[config.mk]
export PLATFORM = sky130hd
export DESIGN_NAME = gradient_color_ramp
export DESIGN_NICKNAME = d
export VERILOG_FILES = /design/src/rtl/core/gcr_pkg.sv /design/src/rtl/core/gcr_div.sv /design/src/rtl/core/gcr_mem.sv /design/src/rtl/core/gradient_color_ramp.sv
export VERILOG_INCLUDE_DIRS = /design/src /design/src/rtl/core
export SDC_FILE = /design/constraint.sdc
export NUM_CORES = 2
export LEC_CHECK = 0
export BUFFER_PORTS_ARGS = -buffer_cell sky130_fd_sc_hd__buf_2
export CAP_MARGIN = 20
export CORE_MARGIN = 1
export CORE_UTILIZATION = 59
export CTS_CLUSTER_DIAMETER = 60
export DETAILED_ROUTE_END_ITERATION = 8
export PLACE_DENSITY = 0.83
export RECOVER_POWER = 100
export SLEW_MARGIN = 25
export SYNTH_ARGS = -nofsm -noshare
export SYNTH_HDL_FRONTEND = slang
export SYNTH_SLANG_ARGS = --single-unit
export TNS_END_PERCENT = 10
[constraint.sdc]
create_clock -name i_clk -period 8 [get_ports i_clk]
set_clock_uncertainty 0.2 [all_clocks]
set_input_delay 1.6 -clock i_clk [delete_from_list [all_inputs] [get_ports i_clk]]
set_output_delay 1.6 -clock i_clk [all_outputs]
set_load 0.05 [all_outputs]
[src/rtl/core/assert_macros.svh]
// Assertion macros shared by the RTL.
// No dependencies.
`ifndef ASSERT_MACROS_SVH
`define ASSERT_MACROS_SVH

// Implication checked every clock outside reset.
`define ASSERT_IMPLY(label, clk, rst_n, ante, cons) \
    label: assert property (@(posedge clk) disable iff (!rst_n) (ante) |-> (cons)) \
        else $error("assertion failed");

// Next-cycle implication checked outside reset.
`define ASSERT_NEXT(label, clk, rst_n, ante, cons) \
    label: assert property (@(posedge clk) disable iff (!rst_n) (ante) |=> (cons)) \
        else $error("assertion failed");

`endif

[src/rtl/core/gcr_pkg.sv]
// Package for the gradient color ramp: constants, types, codes.
// No dependencies.
`default_nettype none
package gcr_pkg;
    localparam int MaxStops = 16;
    localparam int IdxW     = $clog2(MaxStops);
    localparam int CntW     = $clog2(MaxStops + 1);
    localparam int PosW     = 13;
    localparam logic [PosW-1:0] PosOne = 13'd4096;

    localparam logic [1:0] FUNC_ADD  = 2'd0;
    localparam logic [1:0] FUNC_REM  = 2'd1;
    localparam logic [1:0] FUNC_EVAL = 2'd2;

    localparam logic [1:0] ST_OK    = 2'd0;
    localparam logic [1:0] ST_FULL  = 2'd1;
    localparam logic [1:0] ST_NOTFD = 2'd2;
    localparam logic [1:0] ST_EMPTY = 2'd3;

    typedef enum logic [3:0] {
        S_IDLE, S_SCAN, S_SCAN_LAST, S_SHIFT, S_FETCH_LO, S_FETCH_UP,
        S_FETCH_WAIT, S_DIV, S_DONE
    } t_state;

    // Divider request bundle: start, numerators and denominator.
    typedef struct packed {
        logic        start;
        logic [20:0] num_r;
        logic [20:0] num_g;
        logic [20:0] num_b;
        logic [12:0] den;
    } t_div_req;
endpackage
`default_nettype wire

[src/rtl/core/gcr_div.sv]
// Three-lane restoring divider, one quotient bit per cycle.
// Depends on gcr_pkg.
`default_nettype none
module gcr_div (
    input  wire logic            i_clk,
    input  wire logic            i_rst_n,
    input  wire gcr_pkg::t_div_req i_req,
    output logic                 o_busy,
    output logic [7:0]           o_q_r,
    output logic [7:0]           o_q_g,
    output logic [7:0]           o_q_b
);
    import gcr_pkg::*;
    // Quotient fits 8 bits, so 8 steps starting at bit 7.
    logic [3:0]  r_cnt;
    logic [20:0] r_rem [3];
    logic [7:0]  r_q   [3];
    logic [12:0] r_den;
    logic [20:0] n_rem [3];
    logic [7:0]  n_q   [3];
    logic [20:0] w_sub;
    logic [2:0]  w_sh;

    // cnt counts 8..1 while working; the quotient bit is cnt-1
    assign w_sh = 3'(r_cnt - 4'd1);

    always_comb begin
        for (int k = 0; k < 3; k++) begin
            w_sub = {8'd0, r_den} << w_sh;
            if (r_rem[k] >= w_sub) begin
                n_rem[k] = r_rem[k] - w_sub;
                n_q[k]   = r_q[k] | (8'd1 << w_sh);
            end else begin
                n_rem[k] = r_rem[k];
                n_q[k]   = r_q[k];
            end
        end
    end

    always_ff @(posedge i_clk) begin
        if (!i_rst_n) begin
            r_cnt <= '0;
        end else if (i_req.start) begin
            r_cnt <= 4'd8;
        end else if (r_cnt != 4'd0) begin
            r_cnt <= r_cnt - 4'd1;
        end
    end

    always_ff @(posedge i_clk) begin
        if (i_req.start) begin
            r_rem[0] <= i_req.num_r;
            r_rem[1] <= i_req.num_g;
            r_rem[2] <= i_req.num_b;
            for (int k = 0; k < 3; k++) r_q[k] <= '0;
            r_den <= i_req.den;
        end else if (r_cnt != 4'd0) begin
            for (int k = 0; k < 3; k++) begin
                r_rem[k] <= n_rem[k];
                r_q[k]   <= n_q[k];
            end
        end
    end

    assign o_busy = (r_cnt != 4'd0);
    assign o_q_r = r_q[0];
    assign o_q_g = r_q[1];
    assign o_q_b = r_q[2];
endmodule
`default_nettype wire

[src/rtl/core/gcr_mem.sv]
// Stop table memory: 13-bit position plus 24-bit color per entry.
// Depends on gcr_pkg.
`default_nettype none
module gcr_mem (
    input  wire logic                    i_clk,
    input  wire logic                    i_we,
    input  wire logic [gcr_pkg::IdxW-1:0] i_waddr,
    input  wire logic [36:0]             i_wdata,
    input  wire logic [gcr_pkg::IdxW-1:0] i_raddr,
    output logic [36:0]                  o_rdata
);
    import gcr_pkg::*;
    logic [36:0] r_mem [MaxStops];

    always_ff @(posedge i_clk) begin
        if (i_we) r_mem[i_waddr] <= i_wdata;
        o_rdata <= r_mem[i_raddr];
    end
endmodule
`default_nettype wire

[src/rtl/core/gradient_color_ramp.sv]
// Top level of the gradient color ramp: sequencer around the stop table.
// Depends on gcr_pkg, gcr_mem, gcr_div, assert_macros.svh.
//
//  channel | signals                                  | dir
//  in      | i_valid/o_ready, func position rgb_in    | in
//  out     | o_valid/i_ready, status rgb_out count    | out
//
// Add: write the new stop at the end. Remove: scan up to the match, then shift
// the later entries down through the memory's single write port. Evaluate: scan
// all held stops (at most 16), fetch the two bounding stops, then divide. The next
// item is taken after the result leaves the output register. Reset clears the
// count and control only.
`default_nettype none
`include "assert_macros.svh"
module gradient_color_ramp (
    input  wire logic        i_clk,
    input  wire logic        i_rst_n,
    input  wire logic        i_valid,
    output logic             o_ready,
    input  wire logic [1:0]  i_func,
    input  wire logic [12:0] i_position,
    input  wire logic [7:0]  i_red_in,
    input  wire logic [7:0]  i_green_in,
    input  wire logic [7:0]  i_blue_in,
    output logic             o_valid,
    input  wire logic        i_ready,
    output logic [1:0]       o_status,
    output logic [7:0]       o_red_out,
    output logic [7:0]       o_green_out,
    output logic [7:0]       o_blue_out,
    output logic [4:0]       o_stop_count
);
    import gcr_pkg::*;

    t_state r_state, n_state;
    logic [CntW-1:0] r_held;
    logic [1:0]  r_func;
    logic [12:0] r_pos;
    logic [23:0] r_col;
    logic [CntW-1:0] r_idx;      // read address sent last cycle
    logic [CntW-1:0] r_ptr;      // next read address
    logic        r_has_lo, r_has_up;
    logic [IdxW-1:0] r_lo, r_up;
    logic [12:0] r_lo_pos, r_up_pos;
    logic [23:0] r_lo_col, r_up_col;
    logic        r_dstart;
    logic        r_ovalid;

    logic        w_acc;
    logic [12:0] w_psat;
    logic        we;
    logic [IdxW-1:0] waddr, raddr;
    logic [36:0] wdata, rdata;
    logic [12:0] rd_pos;
    logic [23:0] rd_col;
    t_div_req    div_req;
    logic        div_busy;
    logic [7:0]  q_r, q_g, q_b;

    assign w_acc  = i_valid && o_ready;
    assign o_ready = (r_state == S_IDLE) && !r_ovalid;
    assign w_psat = (i_position > PosOne) ? PosOne : i_position;
    assign rd_pos = rdata[36:24];
    assign rd_col = rdata[23:0];

    gcr_mem u_mem (
        .i_clk(i_clk), .i_we(we), .i_waddr(waddr), .i_wdata(wdata),
        .i_raddr(raddr), .o_rdata(rdata)
    );

    // Lerp numerators; weights are under 4097, channels 8 bits.
    logic [12:0] w_dn, w_dl, w_dist;
    assign w_dn   = r_up_pos - r_pos;
    assign w_dl   = r_pos - r_lo_pos;
    assign w_dist = r_up_pos - r_lo_pos;

    function automatic logic [20:0] num_f(input logic [7:0] lo, input logic [7:0] hi,
                                          input logic [12:0] a, input logic [12:0] b,
                                          input logic [12:0] d);
        num_f = 21'(lo * a) + 21'(hi * b) + 21'(d >> 1);
    endfunction

    always_comb begin
        div_req.start = r_dstart;
        div_req.num_r = num_f(r_lo_col[23:16], r_up_col[23:16], w_dn, w_dl, w_dist);
        div_req.num_g = num_f(r_lo_col[15:8],  r_up_col[15:8],  w_dn, w_dl, w_dist);
        div_req.num_b = num_f(r_lo_col[7:0],   r_up_col[7:0],   w_dn, w_dl, w_dist);
        div_req.den   = w_dist;
    end

    gcr_div u_div (
        .i_clk(i_clk), .i_rst_n(i_rst_n), .i_req(div_req), .o_busy(div_busy),
        .o_q_r(q_r), .o_q_g(q_g), .o_q_b(q_b)
    );

    // Next state.
    always_comb begin
        n_state = r_state;
        unique case (r_state)
            S_IDLE: if (w_acc) begin
                if (i_func == FUNC_REM || i_func == FUNC_EVAL) begin
                    n_state = (r_held == '0) ? S_DONE : S_SCAN;
                end else begin
                    n_state = S_DONE;
                end
            end
            S_SCAN: begin
                if (r_func == FUNC_REM && r_idx != r_held && rd_pos == r_pos &&
                    rd_col == r_col) begin
                    n_state = S_SHIFT;
                end else if (r_idx + 1'b1 == r_held) begin
                    n_state = S_SCAN_LAST;
                end
            end
            // every held entry has been scanned; a remove got here without a match
            S_SCAN_LAST:  n_state = (r_func == FUNC_EVAL) ? S_FETCH_LO : S_DONE;
            S_SHIFT:      if (r_ptr >= r_held) n_state = S_DONE;
            S_FETCH_LO:   n_state = S_FETCH_UP;
            S_FETCH_UP:   n_state = S_FETCH_WAIT;
            S_FETCH_WAIT: n_state = (r_has_lo && r_has_up) ? S_DIV : S_DONE;
            S_DIV:        if (!r_dstart && !div_busy) n_state = S_DONE;
            S_DONE:       n_state = S_IDLE;
            default:      n_state = S_IDLE;
        endcase
    end

    // Memory port control.
    always_comb begin
        we    = 1'b0;
        waddr = r_held[IdxW-1:0];
        wdata = {r_pos, r_col};
        raddr = r_ptr[IdxW-1:0];
        unique case (r_state)
            S_IDLE: begin
                raddr = '0;
                waddr = r_held[IdxW-1:0];
                wdata = {w_psat, i_red_in, i_green_in, i_blue_in};
                we    = w_acc && i_func == FUNC_ADD && r_held < CntW'(MaxStops);
            end
            S_SHIFT: begin
                // rdata holds entry r_idx; move it down one place
                waddr = IdxW'(r_idx - 1'b1);
                wdata = rdata;
                we    = (r_idx < r_held) && (r_idx != r_ptr);
            end
            S_FETCH_LO: raddr = r_lo;
            S_FETCH_UP: raddr = r_up;
            default: ;
        endcase
    end

    // Sequencer registers.
    always_ff @(posedge i_clk) begin
        if (!i_rst_n) begin
            r_state  <= S_IDLE;
            r_held   <= '0;
            r_ovalid <= 1'b0;
            r_dstart <= 1'b0;
        end else begin
            r_state  <= n_state;
            r_dstart <= (r_state == S_FETCH_WAIT) && r_has_lo && r_has_up;
            if (r_ovalid && i_ready) r_ovalid <= 1'b0;
            if (r_state == S_DONE) r_ovalid <= 1'b1;
            if (we && r_state == S_IDLE) r_held <= r_held + 1'b1;
            if (r_state == S_SHIFT && n_state == S_DONE) r_held <= r_held - 1'b1;
        end
    end

    logic w_lo_take, w_up_take;
    assign w_lo_take = (rd_pos < r_pos) && (!r_has_lo || r_lo_pos < rd_pos);
    assign w_up_take = (rd_pos >= r_pos) && (!r_has_up || r_up_pos > rd_pos);

    always_ff @(posedge i_clk) begin
        unique case (r_state)
            S_IDLE: if (w_acc) begin
                r_func   <= i_func;
                r_pos    <= w_psat;
                r_col    <= {i_red_in, i_green_in, i_blue_in};
                r_idx    <= '0;
                r_ptr    <= CntW'(1);
                r_has_lo <= 1'b0;
                r_has_up <= 1'b0;
                o_status <= ST_OK;
                o_red_out <= '0; o_green_out <= '0; o_blue_out <= '0;
                if (i_func == FUNC_ADD && r_held >= CntW'(MaxStops)) o_status <= ST_FULL;
                if ((i_func == FUNC_REM) && r_held == '0) o_status <= ST_NOTFD;
                if ((i_func == FUNC_EVAL) && r_held == '0) o_status <= ST_EMPTY;
            end
            S_SCAN: begin
                if (w_lo_take) begin
                    r_has_lo <= 1'b1; r_lo <= r_idx[IdxW-1:0]; r_lo_pos <= rd_pos;
                end
                if (w_up_take) begin
                    r_has_up <= 1'b1; r_up <= r_idx[IdxW-1:0]; r_up_pos <= rd_pos;
                end
                if (n_state == S_SHIFT) begin
                    // the entry after the match is read now; next read is the one after it
                    r_ptr <= r_idx + 2'd2;
                    r_idx <= r_idx + 1'b1;
                end else begin
                    r_idx <= r_idx + 1'b1;
                    r_ptr <= r_ptr + 1'b1;
                end
            end
            S_SCAN_LAST: if (r_func == FUNC_REM) o_status <= ST_NOTFD;
            S_SHIFT: begin
                r_idx <= r_ptr;
                r_ptr <= r_ptr + 1'b1;
            end
            S_FETCH_WAIT: begin
                if (!r_has_lo) begin
                    {o_red_out, o_green_out, o_blue_out} <= rdata[23:0];
                end else if (!r_has_up) begin
                    {o_red_out, o_green_out, o_blue_out} <= r_lo_col;
                end
                r_up_col <= rdata[23:0];
            end
            S_FETCH_UP: r_lo_col <= rdata[23:0];
            S_DIV: if (!r_dstart && !div_busy) begin
                o_red_out <= q_r; o_green_out <= q_g; o_blue_out <= q_b;
            end
            default: ;
        endcase
    end

    assign o_valid      = r_ovalid;
    assign o_stop_count = 5'(r_held);

    `ASSERT_IMPLY(a_held_max, i_clk, i_rst_n, 1'b1, r_held <= CntW'(MaxStops))
    `ASSERT_IMPLY(a_no_accept_busy, i_clk, i_rst_n, r_state != S_IDLE, !o_ready)
    `ASSERT_NEXT(a_done_valid, i_clk, i_rst_n, r_state == S_DONE, o_valid)
endmodule
`default_nettype wire
# After elaboration in Yosys (flattened, before gate mapping)
# Memory sizes are Yosys's and may differ from the RTL's. A register that Yosys moved wholly into a read port is not among the register bits.
# Cells that the tools add are included.
[totals] register_bits=187 ramBits=679 in_bits=43 out_inout_bits=33 wordCells=218 memories=3
[op_classes] add_sub_neg=19 n_mul=6 n_lt_le_gt_ge=12 eq_ne=25 shift=2 mux=69 n_bitwise=10 reduce_logical=48
[memory_table] memory="u_mem.r_mem" depth=16 width=37 read_ports=1 rd_clocked_by_memory_dff=1 write_ports=1 line="gcr_mem.sv:13" text="logic [36:0] r_mem [MaxStops];"
[memory_table] memory="u_div.r_rem" depth=3 width=21 read_ports=3 rd_clocked_by_memory_dff=0 write_ports=3 line="gcr_div.sv:16" text="logic [20:0] r_rem [3];"
[memory_table] memory="u_div.r_q" depth=3 width=8 read_ports=3 rd_clocked_by_memory_dff=0 write_ports=3 line="gcr_div.sv:17" text="logic [7:0] r_q [3];"
[ops] operator="8-bit two-way mux" n=16
[ops] operator="8-bit by 13-bit multiplier with 21-bit output" n=6
[ops] operator="21-bit two-way mux" n=6
[ops] operator="37-bit one-hot mux with 2 select lines" n=1
[ops] operator="8-bit one-hot mux with 3 select lines" n=3
[ops] operator="21-bit by 12-bit adder with 21-bit output" n=3
[ops] operator="21-bit adder" n=3
[ops] operator="21-bit greater-or-equal comparator" n=3
[ops] operator="21-bit subtractor" n=3
[ops] operator="4-bit two-way mux" n=12
[ops] operator="13-bit subtractor" n=3
[ops] operator="4-bit one-hot mux with 8 select lines" n=1
[ops] operator="5-bit one-hot mux with 3 select lines" n=2
[ops] operator="13-bit < comparator" n=2
[ops] operator="5-bit two-way mux" n=5
[ops] operator="24-bit equality test" n=1
[ops] operator="8-bit OR" n=3
[ops] operator="13-bit by 3-bit << shifter with 21-bit output" n=1
[ops] operator="1-bit logical AND" n=20
[ops] operator="4-bit by 3-bit equality test with 1-bit output (second input constant)" n=4
[ops] operator="5-bit by 1-bit adder with 5-bit output (second input constant)" n=3
[ops] operator="13-bit equality test" n=1
[ops] operator="13-bit greater-or-equal comparator" n=1
[ops] operator="13-bit greater-than comparator" n=1
[ops] operator="other kinds (38)" n=87

# Depth between registers and ports, before layout
[depth] word_depth=9 mapped_depth=33 ltp_nobuf=31

# By module
# Synthesis repeated with hierarchy kept, for this count alone.
[unflattened] cells_unflattened=5223 hier_area_um2=62725.2
[modules_own_cells] mod="gradient_color_ramp" n_inst=1 cells_per_inst=3444 area_each_um2=32039.5 seq_area_each_um2=4994.8
[modules_own_cells] mod="gcr_mem" n_inst=1 cells_per_inst=963 area_each_um2=22942.0 seq_area_each_um2=18517.8
[modules_own_cells] mod="gcr_div" n_inst=1 cells_per_inst=816 area_each_um2=7743.7 seq_area_each_um2=3083.0

# Least setup slack after synthesis
# Ideal clock, no wire load.
[synth_timing] path_kind="reg2reg" start="reg r_pos[1]" end="mem u_div.r_rem[2][20] (netlist: u_div.r_rem[0][62]), data pin" setup_ns=0.272 arrival_time_ns=7.415 path_slack_ns=0.113 stages_incl_launch_ff=32 period_less_slack_ns=7.887 path_cell_list="edfxtp_1 -> inv_1 -> ha_1 -> a21o_1 -> a21oi_1 -> o21ai_0 -> a31o_2 -> a21oi_1 -> xnor2_1 -> clkbuf_1 -> nand2_1 -> fa_1 -> inv_1 -> fa_1 -> inv_1 -> fa_1 -> inv_1 -> fa_1 -> fa_1 -> inv_1 -> fa_1 -> inv_1 -> ha_1 -> clkbuf_1 -> a21o_1 -> a21o_1 -> nor4b_2 -> nor4_1 -> a221o_1 -> o41ai_2 -> xnor2_1 -> mux2i_1"
[synth_rtl] element="from (decl)" line="gradient_color_ramp.sv:38" text="logic [12:0] r_pos;"
[synth_rtl] element="from (signal assigned)" line="gradient_color_ramp.sv:177" text="r_pos <= w_psat;"
[synth_rtl] element="to (decl)" line="gcr_div.sv:16"

==> impl_metrics.yaml <==
global_routing:
  grt_antenna_before_repair: 18
  grt_pass1_wl_um: 274800
  gr-total-overflow: 0
  first_global_vias: 47510
  grt_util_all_layers_pct: 32.78
  grt_max_degree: 167
logic_synthesis:
  ys_seq_area_share_pct: 41.44
  ys_types: 81
  synth_area_sq_um: 64180
  yosys_warnings: 0
  syn_area_per_cell_sq_um: 10.61
  ys_ff_latch: 903
  synth_ff_type: "edfxtp_1"
  syn_inst: 6048
  syn-num-nets: 7006
  synth_edf_count: 851
  async_reset_ff_share_pct: 0
timing:
  post-route-period-util_pct: 99.82
  setup_viol: 0
  whs_ns: 0.3198
  finalMaxSlewViolations: 81
  relSlewSlack_pct: -135.7
  max_freq_mhz: 125.2
  finalHoldViolCount: 0
  worst_pin_slew_ns: 3.535
  period_needed_ns: 7.986
  rsz0062_at_grt: "yes"
place:
  place.gp.congestion: 0.9908
  dp_hpwl_um: 122200
  dp.cells: 7361
  io_buffers: 75
finish:
  area_delta_synth_final_pct: 9.906
  layout_common_cells: "nand2_1, edfxtp_1, inv_1, fa_1, ha_1"
  fin_cells: 7585
  drive_gt1_share_pct: 8.379
  final_common_cell: "nand2_1"
  fill_cells: 7851
  final_nets: 7047
clock_tree:
  cts_root_buffer: "clkbuf_16"
  cts_max_level: 3
  cts_inserted_buffers: 94
  cts_tree: "done"
  cts.sinks: 903
  post_cts_hold_buffer_count: 0
  clkTransAtPathRegs_ns: 0.06
  insertion_delay_ns: 0.72
  cts_buffer_depth: 3
setup_path:
  crit_buf_inv: 10
  rr_startpoint: "r_pos[0]"
  rrSetupSlack_ns: 0.01
  crit_required_ns: 8.19
  arrival_ns: 8.18
  start_kind: "flip-flop"
  r2r_end: "u_div.r_rem[0][58]"
  crit_family: "adder cells"
  max_stage_delay_ns: 0.53
  cp_max_fo: 5
  cp_common_cell: "fa_1"
  ff2ff_path_depth: 34
  path_class: "reg2reg"
  cpMaxStageDelayCell: "fa_1"
  endpoint_kind: "flip-flop"
die:
  core_region_area_sq_um: 107500
  io_pins: 76
  fp.dieArea_sq_um: 110100
  start_util_pct: 59.70
  fp-row-count: 120
  die_h_um: 331.8
  die_w_um: 331.8
drt:
  finalWirelength_um: 182400
  drc_errors: 0
  via_count: 47240
  drtIter0Drc: 5225
  postRouteAntennaNets: 0
  dr.pass1.iters: 6
  vias_per_cell: 6.228
  routedWlPerCell_um: 24.05
worst_hold_path:
  worstHoldStart: "o_valid"
  holdPathEnd: "o_valid"
  hold_path_class: "reg2reg"
  holdPathStages: 2
outcome:
  violations: "capacitance limit, slew limit"
  status: "finished, violations left"
run:
  cap_violations: 3
## how the worst max path moves through the flow
stage,start,endpoint,slack [ns],cells past startpoint
floorplan,r_pos[1],u_div.r_rem[0][62],0.11,31
global placement,r_pos[0],u_div.r_rem[0][20],-0.06,30
detailed placement,r_pos[0],u_div.r_rem[0][20],-0.34,30
CTS,r_pos[0],u_div.r_rem[0][61],-0.02,30
global route,r_pos[0],u_div.r_rem[0][62],-0.28,31
finish,r_pos[0],u_div.r_rem[0][58],0.01,34
## through the flow
stage                     area [sq um]  setup TNS, ns  util [%]  setup WS [ns]
after floorplan                  64180              0         -         0.1129
after global placement           66580        -0.1570     61.93       -0.06298
after detailed placement         66580         -3.526     61.93        -0.3408
after CTS                        69970       -0.02939     65.08       -0.01898
after global routing             70510         -2.930     65.59        -0.2751
final                            70540              0     65.61        0.01423
## tightest hold or removal path, delay by kind of cell, from the launching register on
family	cells	cell delay, ns
flops	1	0.33
simple gates	1	0.08
compound gates	1	0.06
## cells by family (layout without fill, tap and decap cells)
logic type | Yosys count | in the layout | synth area share (%)
simple gates | 2116 | 2116 | 15.59
mux | 109 | 109 | 1.905
compound gates | 746 | 746 | 7.865
other cells | 0 | 12 | 0
flops | 903 | 903 | 41.44
fa+ha+maj | 915 | 915 | 24.17
buf+inv | 1079 | 1201 | 6.580
xor+xnor | 180 | 180 | 2.456
## flip-flops by register name (all words and copies together), names as in the netlist, 13 cells and up
name and cells:
u_mem.r_mem 592, u_div.r_rem 63, u_mem.o_rdata 37, r_col 24, r_lo_col 24, r_up_col 24, u_div.r_q 24, r_lo_pos 13
r_pos 13, r_up_pos 13, u_div.r_den 13
## area by class of cell
cell class | instances | area [sq um] | area share (%)
antenna | 12 | 30.03 | 0.04257
clock buffer | 127 | 2486 | 3.525
clock inverter | 50 | 650.6 | 0.9224
inverter | 773 | 2903 | 4.115
multi-input combinational | 4066 | 34190 | 48.47
sequential | 903 | 26600 | 37.70
tap | 1403 | 1755 | 2.489
timing repair buffer | 251 | 1927 | 2.732
## cell usage after synthesis, types with 114 or more instances
library cell | number | area (sq um)
inv_1 | 772 | 2898
nor2_1 | 155 | 581.8
nand3_1 | 212 | 1061
ha_1 | 374 | 4679
a21oi_1 | 199 | 996.0
and2_1 | 241 | 1508
o21ai_0 | 120 | 600.6
edfxtp_1 | 851 | 25550
clkbuf_1 | 224 | 840.8
and3_1 | 114 | 713.2
nand2_1 | 1038 | 3896
fa_1 | 541 | 10830
## per-layer routing
| metal | track usage [%] | share of wire, % |
|---|---|---|
| met1 | 40.46 | 36 |
| met4 | 20.48 | 7.2 |
| met2 | 53.08 | 47 |
| met3 | 6.679 | 10 |
| met5 | 0 | 0.052 |
## repair_timing
action	in CTS	in global routing
buffers inserted	13	17
endpoints found under the setup margin	26	29
pin swaps	12	63
cloned	2	2
resized for setup	11	101
Power is left out: the tool's default activity adds up to more than one toggle a clock period on the data nets, which glitch-free logic cannot reach.
